File: src/sv/hws_pkg.sv
package hws_pkg;

    // field widths
    localparam int IDX_W    = 10;
    localparam int SLOT_W_F = 4;
    localparam int ORDER_W  = 6;
    localparam int AMP_W    = 16;
    localparam int PHASE_W  = 16;
    localparam int SAMPLE_W = 16;

    // angle table
    localparam int TABLE_SIZE = 1024;
    localparam int TBL_W      = $clog2(TABLE_SIZE);
    localparam int FRAC_SHIFT = PHASE_W - TBL_W;

    // slot table default size
    localparam int HARMONIC_SLOTS_DEF = 16;

    // queue depths
    localparam int CMD_DEPTH = 4;
    localparam int OUT_DEPTH = 4;

    // sine pipeline
    localparam int SINE_LAT = 7;
    localparam int Q30_FRAC = 30;
    localparam int SIN_W    = 31;
    localparam logic [SIN_W-1:0] SIN_C1  = 31'd1686629714;
    localparam logic [SIN_W-1:0] SIN_C3  = 31'd693598668;
    localparam logic [SIN_W-1:0] SIN_C5  = 31'd85569306;
    localparam logic [SIN_W-1:0] SIN_C7  = 31'd5026996;
    localparam logic [SIN_W-1:0] SIN_C9  = 31'd172272;
    localparam logic [SIN_W-1:0] SIN_ONE = 31'h4000_0000;

    // signed amplitude times sine
    localparam int PROD_W = AMP_W + SIN_W + 1;

    // request from the front queue to the engine
    typedef struct packed {
        logic                is_sample;
        logic [SLOT_W_F-1:0] slot;
        logic [ORDER_W-1:0]  order;
        logic [AMP_W-1:0]    amplitude;
        logic [PHASE_W-1:0]  phase;
        logic [IDX_W-1:0]    index;
    } cmd_t;

    // per-slot sideband that travels beside the sine pipeline
    typedef struct packed {
        logic             valid;
        logic             active;
        logic             first;
        logic             last;
        logic [AMP_W-1:0] amp;
        logic [IDX_W-1:0] index;
    } lane_t;

    // product of two non-negative q30 values, truncated back to q30
    function automatic logic [SIN_W-1:0] mul_q30(input logic [SIN_W-1:0] a,
                                                 input logic [SIN_W-1:0] b);
        logic [2*SIN_W-1:0] p;
        p = (2*SIN_W)'(a) * (2*SIN_W)'(b);
        return p[Q30_FRAC +: SIN_W];
    endfunction

endpackage

File: src/sv/hws_front.sv
module hws_front
    import hws_pkg::*;
#(
    parameter int HARMONIC_SLOTS = HARMONIC_SLOTS_DEF
)
(
    input  logic                clk,
    input  logic                rst_n,
    input  logic                push,
    output logic                full,
    input  logic                op,
    input  logic [SLOT_W_F-1:0] slot,
    input  logic [ORDER_W-1:0]  order,
    input  logic [AMP_W-1:0]    amplitude,
    input  logic [PHASE_W-1:0]  phase,
    input  logic [IDX_W-1:0]    table_index,
    output logic                cmd_valid,
    output cmd_t                cmd,
    input  logic                cmd_pop
);

    localparam int PTR_W = $clog2(CMD_DEPTH);
    localparam int CNT_W = $clog2(CMD_DEPTH + 1);

    cmd_t             fifo_reg [CMD_DEPTH];
    logic [PTR_W-1:0] wr_ptr_reg, wr_ptr_next;
    logic [PTR_W-1:0] rd_ptr_reg, rd_ptr_next;
    logic [CNT_W-1:0] count_reg, count_next;
    logic             keep;
    logic             wr_en;
    cmd_t             in_cmd;

    // classify: loads to slots beyond the table are dropped here
    assign keep  = op || (32'(slot) < 32'(HARMONIC_SLOTS));
    assign full  = (count_reg == CNT_W'(CMD_DEPTH));
    assign wr_en = push && !full && keep;

    always_comb
    begin
        in_cmd.is_sample = op;
        in_cmd.slot      = slot;
        in_cmd.order     = order;
        in_cmd.amplitude = amplitude;
        in_cmd.phase     = phase;
        in_cmd.index     = table_index;
    end

    // pointer and fill bookkeeping
    always_comb
    begin
        wr_ptr_next = wr_en ? PTR_W'(wr_ptr_reg + 1'b1) : wr_ptr_reg;
        rd_ptr_next = cmd_pop ? PTR_W'(rd_ptr_reg + 1'b1) : rd_ptr_reg;
        count_next  = CNT_W'(count_reg + CNT_W'(wr_en) - CNT_W'(cmd_pop));
    end

    always_ff @(posedge clk or negedge rst_n)
    begin
        if (!rst_n)
        begin
            wr_ptr_reg <= '0;
            rd_ptr_reg <= '0;
            count_reg  <= '0;
        end
        else
        begin
            wr_ptr_reg <= wr_ptr_next;
            rd_ptr_reg <= rd_ptr_next;
            count_reg  <= count_next;
        end
    end

    // queue storage
    always_ff @(posedge clk)
    begin
        if (wr_en)
        begin
            fifo_reg[wr_ptr_reg] <= in_cmd;
        end
    end

    assign cmd_valid = (count_reg != '0);
    assign cmd       = fifo_reg[rd_ptr_reg];

endmodule

File: config.mk
export PLATFORM = sky130hd
export DESIGN_NAME = hws_front
export DESIGN_NICKNAME = d
export VERILOG_FILES = /design/src/sv/hws_pkg.sv /design/src/sv/hws_front.sv
export SDC_FILE = /design/constraint.sdc
export NUM_CORES = 1
export LEC_CHECK = 0
export BUFFER_PORTS_ARGS = -buffer_cell sky130_fd_sc_hd__buf_2
export CORE_MARGIN = 2
export CORE_UTILIZATION = 25
export CTS_CLUSTER_DIAMETER = 30
export DETAILED_ROUTE_END_ITERATION = 8
export GPL_TIMING_DRIVEN = 0
export SYNTH_ARGS = -nofsm -noshare
export SYNTH_HDL_FRONTEND = slang
export SYNTH_SLANG_ARGS = --single-unit
File: constraint.sdc
create_clock -name clk -period 7.5 [get_ports clk]
set_clock_uncertainty 0.05 [all_clocks]
set_input_delay 0.75 -clock clk [delete_from_list [all_inputs] [get_ports clk]]
set_output_delay 0.75 -clock clk [all_outputs]
set_load 0.01 [all_outputs]
; Word-level counts from Yosys, hierarchy flattened
; Memory sizes are Yosys's and may differ from the RTL's.
; Index checks and enable logic that the tools add are counted.
[totals]
input_bits = 57
rom_bits = 0
ramBits = 212
reg_bits = 7
latchBits = 0
mem_count = 1
wordCells = 14
[mem_list]
columns = memory, depth, width, rd, rd_ports_with_merged_regs, wr, line_no
row1 = fifo_reg, 4, 53, 1, 0, 1, hws_front.sv:25  ; cmd_t fifo_reg [CMD_DEPTH];
[op_classes]
n_addsub = 4
muxes = 2
eq_ne = 1
n_lt_le_gt_ge = 0
n_shift = 0
n_bitwise = 0
div_mod_pow = 0
n_reduce_logical = 3
mul = 0
[op_table]
columns = op, n
row1 = $add 2x1->2 const B, 2
row2 = $add 3x1->3, 1
row3 = $eq 3x3->1 const B, 1
row4 = $reduce_bool 3->1, 1
row5 = $sub 3x1->3, 1
row6 = $mux 1, 2
row7 = $logic_and 1x1->1, 1
row8 = $logic_not 1->1, 1

; Depth between registers and ports, before layout
; Gate-level depths: netlist of run 1.
[logic_depth]
word_depth = 5
depth_mapped = 7

; Worst setup path after synthesis of run 1
; No wires, ideal clock.
[synth_timing]
path_kind = input -> register
from = input push
to = memory fifo_reg[0][0] (netlist name) (enable)
slack_ps = 2210
n_path_buf = 0
stages = 2
setup_ps = 540
required_time_ps = 6910
t_arrival_ps = 4700
cell_sequence = inv_1 > nor3b_1
[synth_between]
elab_chain_len = 3
[synth_rtl]
columns = item, line_no
row1 = from (decl), hws_front.sv:9  ; input logic push,
row2 = $logic_and 1x1->1, hws_front.sv:36  ; assign wr_en = push && !full && keep;
row3 = $mux 1, hws_front.sv:75  ; if (wr_en)
row4 = $mux 1 (not written as such), hws_front.sv:77  ; fifo_reg[wr_ptr_reg] <= in_cmd;
row5 = to (decl), hws_front.sv:25
; Every way passes these cells.

==> results of run 1 <==
-- critical path: stages, from the launching register on --
cell,delay [ps]
dfrtp_1,310
buf_2,260
buf_2,350
mux4_2,390
buf_2,160
-- how the worst max path moves through the flow --
| stage | from | endpoint | cells past startpoint |
|---|---|---|---|
| 6_report | rd_ptr_reg[1] | cmd[41] | 4 |
| 5_1_grt | rd_ptr_reg[0] | cmd[41] | 4 |
| 3_3_place_gp | push | fifo_reg[1][18] | 3 |
| 2_1_floorplan | push | fifo_reg[0][0] | 2 |
| 4_1_cts | rd_ptr_reg[1] | cmd[26] | 4 |
| 3_5_place_dp | push | fifo_reg[2][18] | 6 |
-- cell families after synthesis --
kind of cell	synth area share (%)
compound gates	0.275
xor+xnor	0.428
fa+ha+maj	1.01
buf+inv	1.96
flops	80.0
mux	14.8
simple gates	1.53
-- report_power, final --
part	switching, mW	internal (mW)	leakage (nW)
registers	0.0651	1.62	2.02
clock network	0.641	1.46	0.794
logic	0.639	0.603	1.13
total	1.35	3.68	3.95
-- timing repair --
item                       CTS  global route
setup endpoints to repair    0             0
hold endpoints to repair     7             0
hold buffers                 1             0
-- metal layers --
metal / wire length, µm / GRT usage [%] / vias up
met2: 8440 / 17.0 / 112
met1: 6250 / 10.4 / 2043
li1: - / - / 1748
met3: 1240 / 3.89 / 36
met4: 385 / 3.97 / 4
met5: 23 / 0 / -
-- area by class of cell --
class / count / area, µm²
tap: 442 / 553
fill: 3095 / 21200
clock buffer: 50 / 1190
timing repair buffer: 132 / 791
buffer: 12 / 141
clock inverter: 35 / 462
sequential: 219 / 6540
inverter: 5 / 18.8
multi-input combinational: 83 / 1500
-- stage by stage --
step	instances	hold slack (ps)	utilization, %	instance area, µm²
finish	978	399	34.6	11200
detailed placement	892	544	29.4	9530
floorplan	319	404	-	8180
CTS	978	367	34.6	11200
global placement	872	515	28.7	9290
global route	978	377	34.6	11200
-- layout by cell type (no fill, tap or decap) --
master | netlist | final
buf_12 | 5 | 5
nand4bb_1 | 3 | 3
buf_6 | 1 | 21
or3_1 | 1 | 1
clkinv_2 | 0 | 3
clkbuf_1 | 0 | 3
nand2b_1 | 5 | 5
edfxtp_1 | 212 | 212
bufinv_16 | 0 | 9
clkinv_4 | 0 | 7
xor2_1 | 1 | 1
nand2_1 | 3 | 3
clkinv_1 | 0 | 4
o211ai_1 | 3 | 3
inv_1 | 5 | 5
nor3b_2 | 1 | 5
clkbuf_16 | 0 | 47
fa_1 | 1 | 1
buf_2 | 6 | 117
xnor2_1 | 3 | 3
ha_1 | 5 | 5
dlygate4sd3_1 | 0 | 1
dfrtp_1 | 7 | 7
clkinvlp_4 | 0 | 4
mux4_1 | 5 | 5
mux4_2 | 48 | 48
inv_6 | 0 | 8
==> results.md, run 1 <==
* DRT Pass-1 Iters at 4
* Postcts setup bufs at 0
* Final worst-path cycle share at 37.3%
* RSZ-0062 raised after global routing: no
* Distinct cell type count after synthesis at 19
* Leak pwr at 3.95 nW
* Port bufs at 111
* Die Height at 185 µm
* Slew Viols, Final at 0
* DP HPWL at 11.2 mm
* GRT Total Usage at 9.71%
* Outcome: completed
* CP startpoint kind: flip-flop
* Remaining global-route overflow at 0
* Number of global-route vias before repair at 4446
* Routed wire per std cell at 16.7 µm
* Area grow syn2layout at 36.8%
* Initial antenna violation count at 2
* First-pass GRT wire length at 24.9 mm
* Std cell rows at 66
* CP max FO at 10
* Via count at 3943
* Tmin final at 2790 ps
* Worst slew margin at 56.4%
* Total power after layout at 5.03 mW
* Top-count cell post-synth: edfxtp_1
* Top cells by count, synth: edfxtp_1 (212), mux4_2 (48), dfrtp_1 (7)
* Vias per cell at 4.03
* Mean post-synth cell area at 25.6 µm²
* Post-DRT Antenna Nets at 0
* CP required at 6700 ps
* Cell taking the most area after synthesis: edfxtp_1
* Async SR Flop Fraction at 3.20%
* Final Hold Violating Endpoints at 0
* Setup slack after placement at 4850 ps
* FF-to-FF setup slack at 5240 ps
* CTS tree: done
* Detailed-route DRC error count at 0
* Hold Path Cell Cnt at 1
* CP Class: reg -> out
* R2r worst-path depth at 5
* Clock tree buffer depth at 3
* DIE AREA at 34200 µm²
* Max Fclk at 358 MHz
* Routed WL at 16.3 mm
* Core area at 32400 µm²
* Max FFs per register at 212
* Sequential area share after synthesis at 80.0%
* Worst-margin pin slew at 651 ps
* Final setup violating endpoints at 0
* Starting Density at 25.3%
* Reg clk slew, reported paths at 50 ps
* Area contributors post-synth: edfxtp_1 (78%), mux4_2 (13%), dfrtp_1 (2.1%)
* Total negative slack at 0 ps
* PwrDens at 449 nW/µm²
* GPL Wtd Cong at 0.643
* Final net count at 562
* Synthesized cell area at 8180 µm²
* Root Buffer: clkbuf_16
* FF-to-FF Start: count_reg[2]
* Layout cell share with drive strength beyond 1 at 51.1%
* Hold Path End: fifo_reg[2][51]
* Maxcap violations at 0
* Clock Latency Late Sink at 520 ps
* Ys flop type: edfxtp_1
* Top cell type's share of synthesized area at 77.8%
* Clk sink count at 219
* Cell count after synthesis at 319
* N_diodes at 0
* Hold WC Path Type: in -> reg
* Largest net degree at the start of global routing at 13
* Htree depth at 2
* Post-synth EDFFs at 212
* CP endpoint kind: primary output
* Net Count, Synth at 382
* Synth Warn # at 0
* VDD IR max at 0.210 mV
* Reg2Reg Capture Point: fifo_reg[2][14]
* Die Wd at 185 µm
* CP arrival at 1990 ps
* I/O pin cnt at 112
* CTS buffer count at 46
* FF+latch count, synth at 219
* Initial DRC count at 174
* CTS resizes at 0
* Hold Crit Start: slot[3]
* Final setup margin at 4710 ps
(Power assumes the default switching activity.)
==> run 2: changes to the inputs <==
Clock period 7.5 ns to 2.75 ns, I/O delays scaled along.
==> run 2 against run 1 <==
Combinational power rose to 2.8 times the previous value; non-clock buffer count up 47; first-iteration DRC count down 6.9%; register-to-register slack worse by 4800 ps; count of clock-buffer cells in the layout down 3.
==> results.md, run 2 (synthesis results as in run 1) <==
* Area grow syn2layout at 42.0%
* Total negative slack at 0 ps (unchanged)
* Number of global-route vias before repair at 4554 (+2.4%)
* Finished Layout Cells at 1021 (+4.4%)
* GRT Total Usage at 9.57% (-0.14 points)
* Tmin final at 2360 ps
* Port bufs at 111 (unchanged)
* Post-DRT Antenna Nets at 0 (unchanged)
* Clk sink count at 219 (unchanged)
* Remaining global-route overflow at 0 (unchanged)
* Routed wire per std cell at 15.8 µm (-5.4%)
* R2r worst-path depth at 6 (+1)
* Via count at 4117 (+4.4%)
* Multi-input logic area at 1520 µm² (+1.7%)
* Initial DRC count at 162 (-6.9%)
* Final worst-path cycle share at 85.8%
* FF-to-FF setup slack at 430 ps (-4810 ps)
* Worst-margin pin slew at 948 ps (+297 ps)
* CP endpoint kind: primary output
* CTS resizes at 0 (unchanged)
* Routed WL at 16.1 mm (-1.3%)
* GPL Wtd Cong at 0.633 (-1.5%)
* Fill count at 3037 (-1.9%)
* Reg area at 6540 µm² (unchanged)
* Final Util at 35.9% (+1.3 points)
* Final setup violating endpoints at 0 (unchanged)
* CP startpoint kind: flip-flop
* Commonest non-fill, non-tap cell in the layout: edfxtp_1
* Leak pwr at 4.09 nW (+3.7%)
* Slew Viols, Final at 0 (unchanged)
* CP required at 2420 ps (-4280 ps)
* First-pass GRT wire length at 24.8 mm (-0.55%)
* PwrDens at 1140 nW/µm² (+150%)
* Htree depth at 2 (unchanged)
* Clock Latency Late Sink at 510 ps (about the same)
* Outcome: completed
* WP buf/inv at 1 (-2)
* Design Area, Final at 11600 µm² (+3.8%)
* CTS buffer count at 45 (-2.2%)
* Core area at 32400 µm² (unchanged)
* Hold WC Path Type: in -> async
* RSZ-0062 raised after global routing: no
* CP Class: reg -> out
* Die Wd at 185 µm (unchanged)
* Total power after layout at 13.3 mW (+160%)
* Cell family with most CP delay: simple AND/OR/NAND/NOR gates
* Root Buffer: clkbuf_16
* Area after DPL at 9560 µm² (+0.32%)
* Worst slew margin at 36.7% (-20 points)
* Setup slack after placement at 359 ps (-4490 ps)
* Std cell rows at 66 (unchanged)
* CP arrival at 2040 ps (+50 ps)
* Die Height at 185 µm (unchanged)
* DRT Pass-1 Iters at 6 (+2)
* Detailed-route DRC error count at 0 (unchanged)
* I/O pin cnt at 112 (unchanged)
* Most frequent cells in the layout: edfxtp_1 (212), buf_2 (117), dlygate4sd3_1 (56), mux4_2 (48), clkbuf_16 (45)
* Slowest CP cell: nor3b_2
* VDD IR max at 0.506 mV (+140%)
* CP max FO at 8 (-2)
* Final net count at 608 (+8.2%)
* Reg clk slew, reported paths at 50 ps (about the same)
* DP HPWL at 10.7 mm (-4.8%)
* Maxcap violations at 0 (unchanged)
* CTS tree: done
* Reg2Reg Capture Point: count_reg[1]
* Largest stage delay, worst path at 800 ps (+410 ps)
* Largest net degree at the start of global routing at 17 (+4)
* Fin Hold WS at 80.0 ps (-319 ps)
* Critical Path, Cell by Cell: nor3b_2 > buf_2
* Final setup margin at 390 ps (-4320 ps)
* DIE AREA at 34200 µm² (unchanged)
* Max Fclk at 424 MHz
* DP Cell Count at 884 (-0.90%)
* Vias per cell at 4.03 (about the same)
* FF-to-FF Start: count_reg[1]
* Starting Density at 25.3% (unchanged)
* Initial antenna violation count at 0 (-2)
* Final Hold Violating Endpoints at 0 (unchanged)
* Max FFs per register at 212 (unchanged)
* Layout cell share with drive strength beyond 1 at 45.3% (-5.9 points)
* Clock tree buffer depth at 3 (unchanged)
* N_diodes at 0 (unchanged)
==> run 2: worst max path at each step <==
| stage | from | to | slack, ps | depth (start not counted) |
|---|---|---|---|---|
| detailed placement | count_reg[2] | fifo_reg[0][15] | 360 | 4 |
| floorplan | count_reg[2] | fifo_reg[0][0] | -510 | 2 |
| CTS | rd_ptr_reg[1] | cmd[32] | 320 | 4 |
| finish | count_reg[1] | full | 390 | 2 |
| global placement | count_reg[2] | fifo_reg[0][23] | -2250 | 2 |
| global route | count_reg[1] | full | 260 | 2 |
==> run 2: timing repair <==
action                    CTS  global route
hold endpoints to repair  221             0
hold buffers               56             0
buffers inserted            0             0
==> run 2: final cells by class <==
| class | instances | share of cell area, % |
|---|---|---|
| plain buffers | 12 | 1.22 |
| clock buffers | 47 | 9.76 |
| inverters | 5 | 0.162 |
| well taps | 442 | 4.76 |
| multi-input cells | 83 | 13.1 |
| repair buffers | 179 | 11.6 |
| clock inverters | 34 | 3.07 |
| flip-flops and latches | 219 | 56.3 |
==> run 2: power by group <==
group / switching (mW) / internal (mW)
Clock: 1.66 / 3.55
Combinational: 1.76 / 1.74
Sequential: 0.177 / 4.41
Total: 3.60 / 9.69
==> run 2: metal layers <==
layer,track usage [%],wire [µm],vias up
li1,-,-,1836
met3,2.95,948,38
met4,3.94,414,0
met1,11.3,6640,2119
met5,0,0,-
met2,16.2,8120,124
==> run 3: changes to the inputs <==
--- a/config.mk
+++ b/config.mk
@@ -7,2 +7,3 @@
 export LEC_CHECK = 0
+export ABC_AREA = 1
 export BUFFER_PORTS_ARGS = -buffer_cell sky130_fd_sc_hd__buf_2
--- a/constraint.sdc
+++ b/constraint.sdc
@@ -4,2 +4,2 @@
 set_output_delay 0.275 -clock clk [all_outputs]
-set_load 0.01 [all_outputs]
+set_load 0.05 [all_outputs]
==> run 3 against run 2 <==
Clock power grew 8.1%; final area grew 9.7%; flip-flop and latch count is the same; area after synthesis grew 12%; largest power group is now combinational logic.
==> results.md, run 3 <==
* Outcome: completed
* CP required at 2420 ps (about the same)
* Remaining global-route overflow at 0 (unchanged)
* Net Count, Synth at 735 (+92%)
* Ys flop type: edfxtp_1
* Fin Hold WS at 57.0 ps (-23.0 ps)
* FF+latch count, synth at 219 (unchanged)
* Part of the power in registers at 26.9% (-7.6 points)
* Area after DPL at 10500 µm² (+10%)
* Top-count cell post-synth: edfxtp_1
* Tmin final at 2370 ps (+8.53 ps)
* Vias per cell at 4.10 (+1.8%)
* Mean post-synth cell area at 13.7 µm² (-47%)
* CTS resizes at 0 (unchanged)
* Area contributors post-synth: edfxtp_1 (69%), o211ai_2 (8.0%), nand2_1 (7.1%)
* FF-to-FF Start: count_reg[1]
* Top cells by count, synth: edfxtp_1 (212), nand2_1 (173), inv_1 (120)
* DIE AREA at 38300 µm² (+12%)
* Final Hold Violating Endpoints at 0 (unchanged)
* Sequential area share after synthesis at 71.2% (-8.8 points)
* Initial antenna violation count at 1 (+1)
* Post-DRT Antenna Nets at 0 (unchanged)
* Worst slew margin at 59.2% (+22 points)
* Largest net degree at the start of global routing at 27 (+10)
* DRT Pass-1 Iters at 4 (-2)
* Die Height at 196 µm (+5.9%)
* Async SR Flop Fraction at 3.20% (unchanged)
* Via count at 5773 (+40%)
* Hold WC Path Type: in -> async
* Net Switching at 7.00 mW (+94%)
* VDD IR max at 0.717 mV (+42%)
* Std cell rows at 70 (+6.1%)
* Layout cell share with drive strength beyond 1 at 31.7% (-14 points)
* Distinct cell type count after synthesis at 16 (-3)
* Commonest non-fill, non-tap cell in the layout: edfxtp_1
* Top cell type's share of synthesized area at 69.3% (-8.6 points)
* PwrDens at 1340 nW/µm² (+17%)
* Detailed-route DRC error count at 0 (unchanged)
* Routed WL at 22.9 mm (+42%)
* Final setup violating endpoints at 0 (unchanged)
* I/O pin cnt at 112 (unchanged)
* GRT Total Usage at 12.1% (+2.5 points)
* Most frequent cells in the layout: edfxtp_1 (212), nand2_1 (173), buf_2 (126), inv_1 (120), o211ai_2 (59)
* Max FFs per register at 212 (unchanged)
* Root Buffer: clkbuf_16
* Design Area, Final at 12700 µm² (+9.7%)
* Leak pwr at 5.19 nW (+27%)
* Switch share at 41.0% (+14 points)
* Area grow syn2layout at 38.6%
* Slew Viols, Final at 0 (unchanged)
* CP max FO at 10 (+2)
* Htree depth at 2 (unchanged)
* R2r worst-path depth at 5 (-1)
* Cell count after synthesis at 672 (+110%)
* Maxcap violations at 0 (unchanged)
* Worst-margin pin slew at 611 ps (-337 ps)
* CP Class: reg -> out
* RSZ-0062 raised after global routing: no
* Final Util at 35.0% (-0.91 points)
* Final net count at 963 (+58%)
* CP arrival at 2040 ps (about the same)
* Setup crit start: rd_ptr_reg[1]
* Post-synth EDFFs at 212 (unchanged)
* Initial DRC count at 243 (+50%)
* Die Wd at 196 µm (+5.9%)
* Clock tree buffer depth at 3 (unchanged)
* FF-to-FF setup slack at 690 ps (+260 ps)
* Clock share of power at 33.0% (-6.2 points)
* Max Fclk at 422 MHz (-0.36%)
* Starting Density at 25.2% (-0.037 points)
* CP endpoint kind: primary output
* GPL Wtd Cong at 0.674 (+6.5%)
* Cell-internal power at 10.1 mW (+3.9%)
* Reg clk slew, reported paths at 40 ps (about the same)
* Gate power share at 40.1% (+14 points)
* DP HPWL at 14.4 mm (+34%)
* Final worst-path cycle share at 86.1% (+0.31 points)
* Synth Warn # at 0 (unchanged)
* Cell taking the most area after synthesis: edfxtp_1
* First-pass GRT wire length at 34.6 mm (+39%)
* CTS tree: done
* Synthesized cell area at 9190 µm² (+12%)
* CP startpoint kind: flip-flop
* Port bufs at 111 (unchanged)
* Routed wire per std cell at 16.3 µm (+3.0%)
* Core area at 36400 µm² (+13%)
* CTS buffer count at 51 (+13%)
* Clock Latency Late Sink at 540 ps (+30 ps)
* Clk sink count at 219 (unchanged)
* Postcts setup bufs at 0 (unchanged)
* Number of global-route vias before repair at 6088 (+34%)
==> run 3: cell count changes after synthesis, moves of 18 or more <==
cell,change
mux4_2,-48
o211ai_2,+59
nand2_1,+170
inv_1,+115
o211ai_1,+44
buf_6,+18
==> run 3: path summary, 6_finish.rpt <==
check / to
max: cmd[32]
max in group asynchronous: rd_ptr_reg[0]
min reg2reg: count_reg[0]
min in group clk: fifo_reg[2][51]
min: count_reg[0]
max reg2reg: fifo_reg[2][15]
==> run 3: metrics by stage <==
stage,setup TNS [ps],power (mW),setup slack [ps],cells
6_report,0,17.1,381,1407
5_1_grt,0,17.9,252,1407
4_1_cts,0,17.4,301,1406
3_5_place_dp,0,11.6,654,1259
3_3_place_gp,-620700,11.4,-3020,1251
2_1_floorplan,-146630,9.56,-692,672
==> run 3: cell type report <==
cell class	instances	area, µm²
Inverter	121	457
Fill cell	3520	23700
Tap cell	468	586
Buffer	35	309
Timing Repair Buffer	175	1280
Clock inverter	34	304
Sequential cell	219	6540
Multi-Input combinational cell	297	1920
Clock buffer	57	1340
Antenna cell	1	2.50
==> run 3: cell families (layout without fill, tap and decap cells) <==
kind of cell / count (synthesis) / count (layout) / share of synthesized area (%)
fa+ha+maj: 6 / 6 / 0.898
xor+xnor: 2 / 2 / 0.191
flops: 219 / 219 / 71.2
compound gates: 106 / 106 / 11.9
buf+inv: 156 / 422 / 8.33
other cells: 0 / 1 / 0
simple gates: 183 / 183 / 7.55
==> run 3: critical path: stages (launching register included) <==
cell	delay (ps)
dfrtp_1	360
buf_6	150
inv_4	140
buf_2	300
o211ai_1	130
nand2_1	120
buf_2	280
==> run 3: power by group through the flow <==
stage          Sequential [mW]  Clock [mW]  Combinational [mW]
6_report                  4.59        5.63                6.85
2_1_floorplan             4.66           0                4.90
4_1_cts                   4.59        5.76                7.02
3_3_place_gp              4.73           0                6.68
5_1_grt                   4.64        5.94                7.37
3_5_place_dp              4.65           0                6.94
==> run 3: repair_timing <==
item	in CTS	in global routing
endpoints found under the setup margin	0	0
hold buffers	56	0
hold endpoints to repair	223	0
==> run 3: metal layers <==
metal / track usage (%) / part of all wire (%) / routed length [µm]
met5: 0 / 0 / 0
met4: 4.04 / 2.0 / 456
met3: 3.78 / 5.4 / 1240
met2: 20.7 / 49 / 11300
met1: 14.5 / 43 / 9870
